===== config.mk =====
export PLATFORM = sky130hd
export DESIGN_NAME = cdq_ctrl
export DESIGN_NICKNAME = d
export VERILOG_FILES = /design/src/rtl/cdq_pkg.sv /design/src/rtl/cdq_ctrl.sv
export SDC_FILE = /design/constraint.sdc
export NUM_CORES = 1
export LEC_CHECK = 0
export BUFFER_PORTS_ARGS = -buffer_cell sky130_fd_sc_hd__buf_2
export CAP_MARGIN = 20
export CORE_AREA = 4 4 41 43
export DETAILED_ROUTE_END_ITERATION = 10
export DIE_AREA = 0 0 45 47
export GPL_ROUTABILITY_DRIVEN = 0
export SLEW_MARGIN = 10
export SYNTH_ARGS = -nofsm -noshare
export SYNTH_HDL_FRONTEND = slang
export SYNTH_SLANG_ARGS = --single-unit

===== constraint.sdc =====
create_clock -name clock -period 1.72 [get_ports clock]
set_input_delay 0.172 -clock clock [delete_from_list [all_inputs] [get_ports clock]]
set_output_delay 0.172 -clock clock [all_outputs]
set_load 0.02 [all_outputs]

===== src/rtl/cdq_pkg.sv =====
`timescale 1ns / 1ps

package cdq_pkg;

   // Word width of the queue entries and of the push and pop data.
   localparam int DATA_BITS = 32;

   // Width of the capacity register and of the entry count.
   localparam int COUNT_BITS = 9;

   // Capacity after reset, before clamping to the ring depth.
   localparam int CAP_RESET = 256;

   // Smallest capacity the ring accepts.
   localparam int CAP_MIN = 2;

   // Operation codes carried on the request.
   typedef enum logic [1:0] {
      OP_PUSH_BACK  = 2'd0,
      OP_PUSH_FRONT = 2'd1,
      OP_POP_FRONT  = 2'd2,
      OP_POP_BACK   = 2'd3
   } op_type;

   // Commands from the controller to the datapath.
   typedef struct packed {
      logic load;   // capture the request into the datapath
      logic exec;   // carry out the captured operation
      logic fetch;  // take the popped word from the ring read port
   } cmd_type;

   // Status from the datapath to the controller.
   typedef struct packed {
      logic pop_go;  // the captured operation is a pop that will succeed
   } status_type;

endpackage


===== src/rtl/cdq_ctrl.sv =====
`timescale 1ns / 1ps

module cdq_ctrl
   import cdq_pkg::*;
(
   input  logic       clock,
   input  logic       reset,
   input  logic       start,
   input  status_type status,
   output cmd_type    cmd,
   output logic       busy
);

   typedef enum logic [2:0] {
      ST_IDLE = 3'b001,
      ST_EXEC = 3'b010,
      ST_READ = 3'b100
   } state_type;

   state_type state_ff;
   state_type state_in;

   // Sequence: capture the request, execute it, and for a successful pop wait
   // in the read state for the ring read data.
   always_comb begin
      state_in = state_ff;
      unique case (state_ff)
         ST_IDLE: begin
            if (start) begin
               state_in = ST_EXEC;
            end
         end
         ST_EXEC: begin
            if (status.pop_go) begin
               state_in = ST_READ;
            end else begin
               state_in = ST_IDLE;
            end
         end
         ST_READ: begin
            state_in = ST_IDLE;
         end
         default: begin
            state_in = ST_IDLE;
         end
      endcase
   end

   always_ff @(posedge clock) begin
      if (reset) begin
         state_ff <= ST_IDLE;
      end else begin
         state_ff <= state_in;
      end
   end

   // Commands to the datapath follow directly from the state; load also needs start.
   assign cmd.load  = (state_ff == ST_IDLE) && start;
   assign cmd.exec  = (state_ff == ST_EXEC);
   assign cmd.fetch = (state_ff == ST_READ);
   assign busy      = (state_ff != ST_IDLE);

   // A read wait only ever follows an execute step.
   assert property (@(posedge clock) disable iff (reset)
      (state_ff == ST_READ) |-> $past(state_ff == ST_EXEC))
      else $error("read wait entered without an execute step");

   // A pop that succeeds always goes on to the read wait.
   assert property (@(posedge clock) disable iff (reset)
      (state_ff == ST_EXEC) && status.pop_go |=> (state_ff == ST_READ))
      else $error("successful pop did not wait for read data");

endmodule


==> flow_summary.yaml <==
outcome:
  outcome: "finished clean"
route:
  drt-total-wl_um: 328
  post-route-drc-count: 0
  num_vias: 142
  drtIter0Drc: 1
  ant_nets: 0
  drt-vias-per-instance: 3.64
  wl_per_cell_um: 8.41
  first_pass_iters: 2
yosys:
  synth_warnings: 0
  post-synth-top-area-cell: "dfxtp_1"
  syn-num-nets: 17
  syn_avg_cell_area_um2: 11.1
  yosys-top-cells-area: "dfxtp_1 42%, nand3b_1 10%, nor3b_1 10%"
  synth_top_area_share_pct: 41.7
  ys.flop_type: "dfxtp_1"
  ys_ff_latch: 3
  synthesis.instances: 13
  netlist_area_um2: 144
  seq_area_frac_synth_pct: 41.7
  synth_edf_count: 0
  synth_most_common_cell: "dfxtp_1"
  async_flop_share_pct: 0
  netlist_top_cells_count: "3 x dfxtp_1, 2 x nand3b_1, 2 x nor3b_1"
  synth_cell_types: 9
critical_path:
  reg2reg_to: "state_ff[0]"
  crit_type: "flip-flop to output pin"
  r2r_slack_ns: 0.80
  critPathLaunchType: "flip-flop"
  required_ns: 1.55
  crit_fanout: 7
  r2r_cells: 2
  reg2reg_from: "state_ff[1]"
  cp_data_arrival_time_ns: 1.17
  end_kind: "output pin"
clock_tree:
  clock-sinks: 3
  cts_resized: 0
  cts.path.max_buffers: 2
  clkSlewWorstSetupHoldPaths_ns: 0.04
  hold_buffers: 0
  htreeDepth: 1
  cts_tree: "yes"
  cts_root_buffer: "clkbuf_4"
  postCtsSetupBuffers: 0
  cts_buffers: 3
  clk_latency_ns: 0.23
place:
  numPortBuffers: 7
worst_hold_path:
  min_path_cells: 2
  min_to: "state_ff[1]"
  worstHoldPathType: "primary input to flip-flop"
  min_from: "reset"
layout:
  antenna_cells: 0
  layout.nets: 29
  largest_reg_flops: 3
  fin_util_pct: 17.2
  drive_gt1_share_pct: 45.8
  areaGrowthSynthToFinish_pct: 55.7
  fill_cells: 154
  top_register: "state_ff"
  reg_top3: "state_ff: 3 flops"
die:
  rows: 13
  start_util_pct: 11.1
  die_y_um: 47
  die_area_um2: 2120
  ios: 8
  core_um2: 1300
  die_x_um: 45
flow_run:
  cap_violations: 0
sta:
  rsz0062_at_grt: "no"
  setup_tns_ns: 0
  finalHoldViolCount: 0
  finalCritPeriodShare_pct: 78.0
  setup_violations: 0
  worst_pin_slew_ns: 0.197
  fmax_mhz: 745
  relSlewSlack_pct: 86.8
  fin_crit_ns: 1.34
  maxSlewViolCount: 0
  fin_skew_ns: 0.00181
power_and_ir_drop:
  p_leak_uw: 0.0000991
  vdd_drop_max_uv: 327
  powerDensity_nw_per_um2: 1020
grt:
  antenna_found_initial: 0
  grt_pass1_wl_um: 600
  grt_max_degree: 8
  overflow: 0
  grt_pass1_vias: 149
  track_usage_pct: 4.42
==> worst max path at each step <==
stage | startpoint | end | slack (ns) | cells past startpoint
2_1_floorplan | state_ff[1] | cmd[1] | 0.63 | 1
3_3_place_gp | state_ff[0] | busy | 0.63 | 2
3_5_place_dp | state_ff[0] | busy | 0.61 | 2
4_1_cts | state_ff[0] | busy | 0.36 | 2
5_1_grt | state_ff[0] | busy | 0.29 | 2
6_report | state_ff[0] | busy | 0.38 | 2
==> per-layer routing <==
layer | global-route usage [%] | vias up | wire length, µm
li1 | - | 73 | -
met1 | 4.75 | 61 | 165
met2 | 3.95 | 8 | 110
met3 | 4.60 | 0 | 52
met4 | 5.26 | 0 | 0
met5 | 0 | - | 0
==> logic make-up after synthesis <==
| kind of cell | synth area share (%) |
|---|---|
| AND/OR/NAND/NOR | 52.2 |
| flip-flops | 41.7 |
| AO/OA/AOI/OAI | 6.09 |
==> critical path: stages (launching register included) <==
cell and delay, ns:
dfxtp_1 0.41, or3b_1 0.37, buf_2 0.17
==> placed cells by master, fill, tap and decap left out <==
cell type  netlist  routed
clkbuf_1         0       1
buf_2            0       7
nor4_1           1       1
or3b_1           1       1
nand2_1          1       1
clkbuf_4         0       3
nor2b_4          1       1
and4bb_1         1       1
dfxtp_1          3       3
nor3b_1          2       2
nand3b_1         2       2
a211o_1          1       1
==> per-stage QoR <==
| step | power (µW) | setup WS, ns | instance area [µm²] | cells | hold WS (ns) |
|---|---|---|---|---|---|
| final | 229 | 0.379 | 224 | 39 | 0.150 |
| after global routing | 248 | 0.293 | 224 | 39 | 0.142 |
| after CTS | 237 | 0.360 | 224 | 39 | 0.141 |
| after detailed placement | 109 | 0.612 | 198 | 35 | 0.390 |
| after global placement | 109 | 0.632 | 198 | 35 | 0.389 |
| after floorplan | 96.8 | 0.632 | 144 | 13 | 0.236 |
==> power breakdown <==
part | internal (µW) | leakage, µW | total (µW) | switching, µW
combinational | 14.9 | 0.0000595 | 29.7 | 14.8
clock | 86.8 | 0.0000150 | 121 | 34.4
sequential | 73.4 | 0.0000246 | 78.2 | 4.79
total | 175 | 0.0000991 | 229 | 54.0
==> layout make-up <==
class	count	area, µm²	share of cell area (%)
Timing Repair Buffer	7	35.0	15.6
Tap cell	15	18.8	8.38
Sequential cell	3	60.1	26.8
Multi-Input combinational cell	10	83.8	37.4
Clock buffer	4	26.3	11.7
Power figures use the tool's default switching activity.
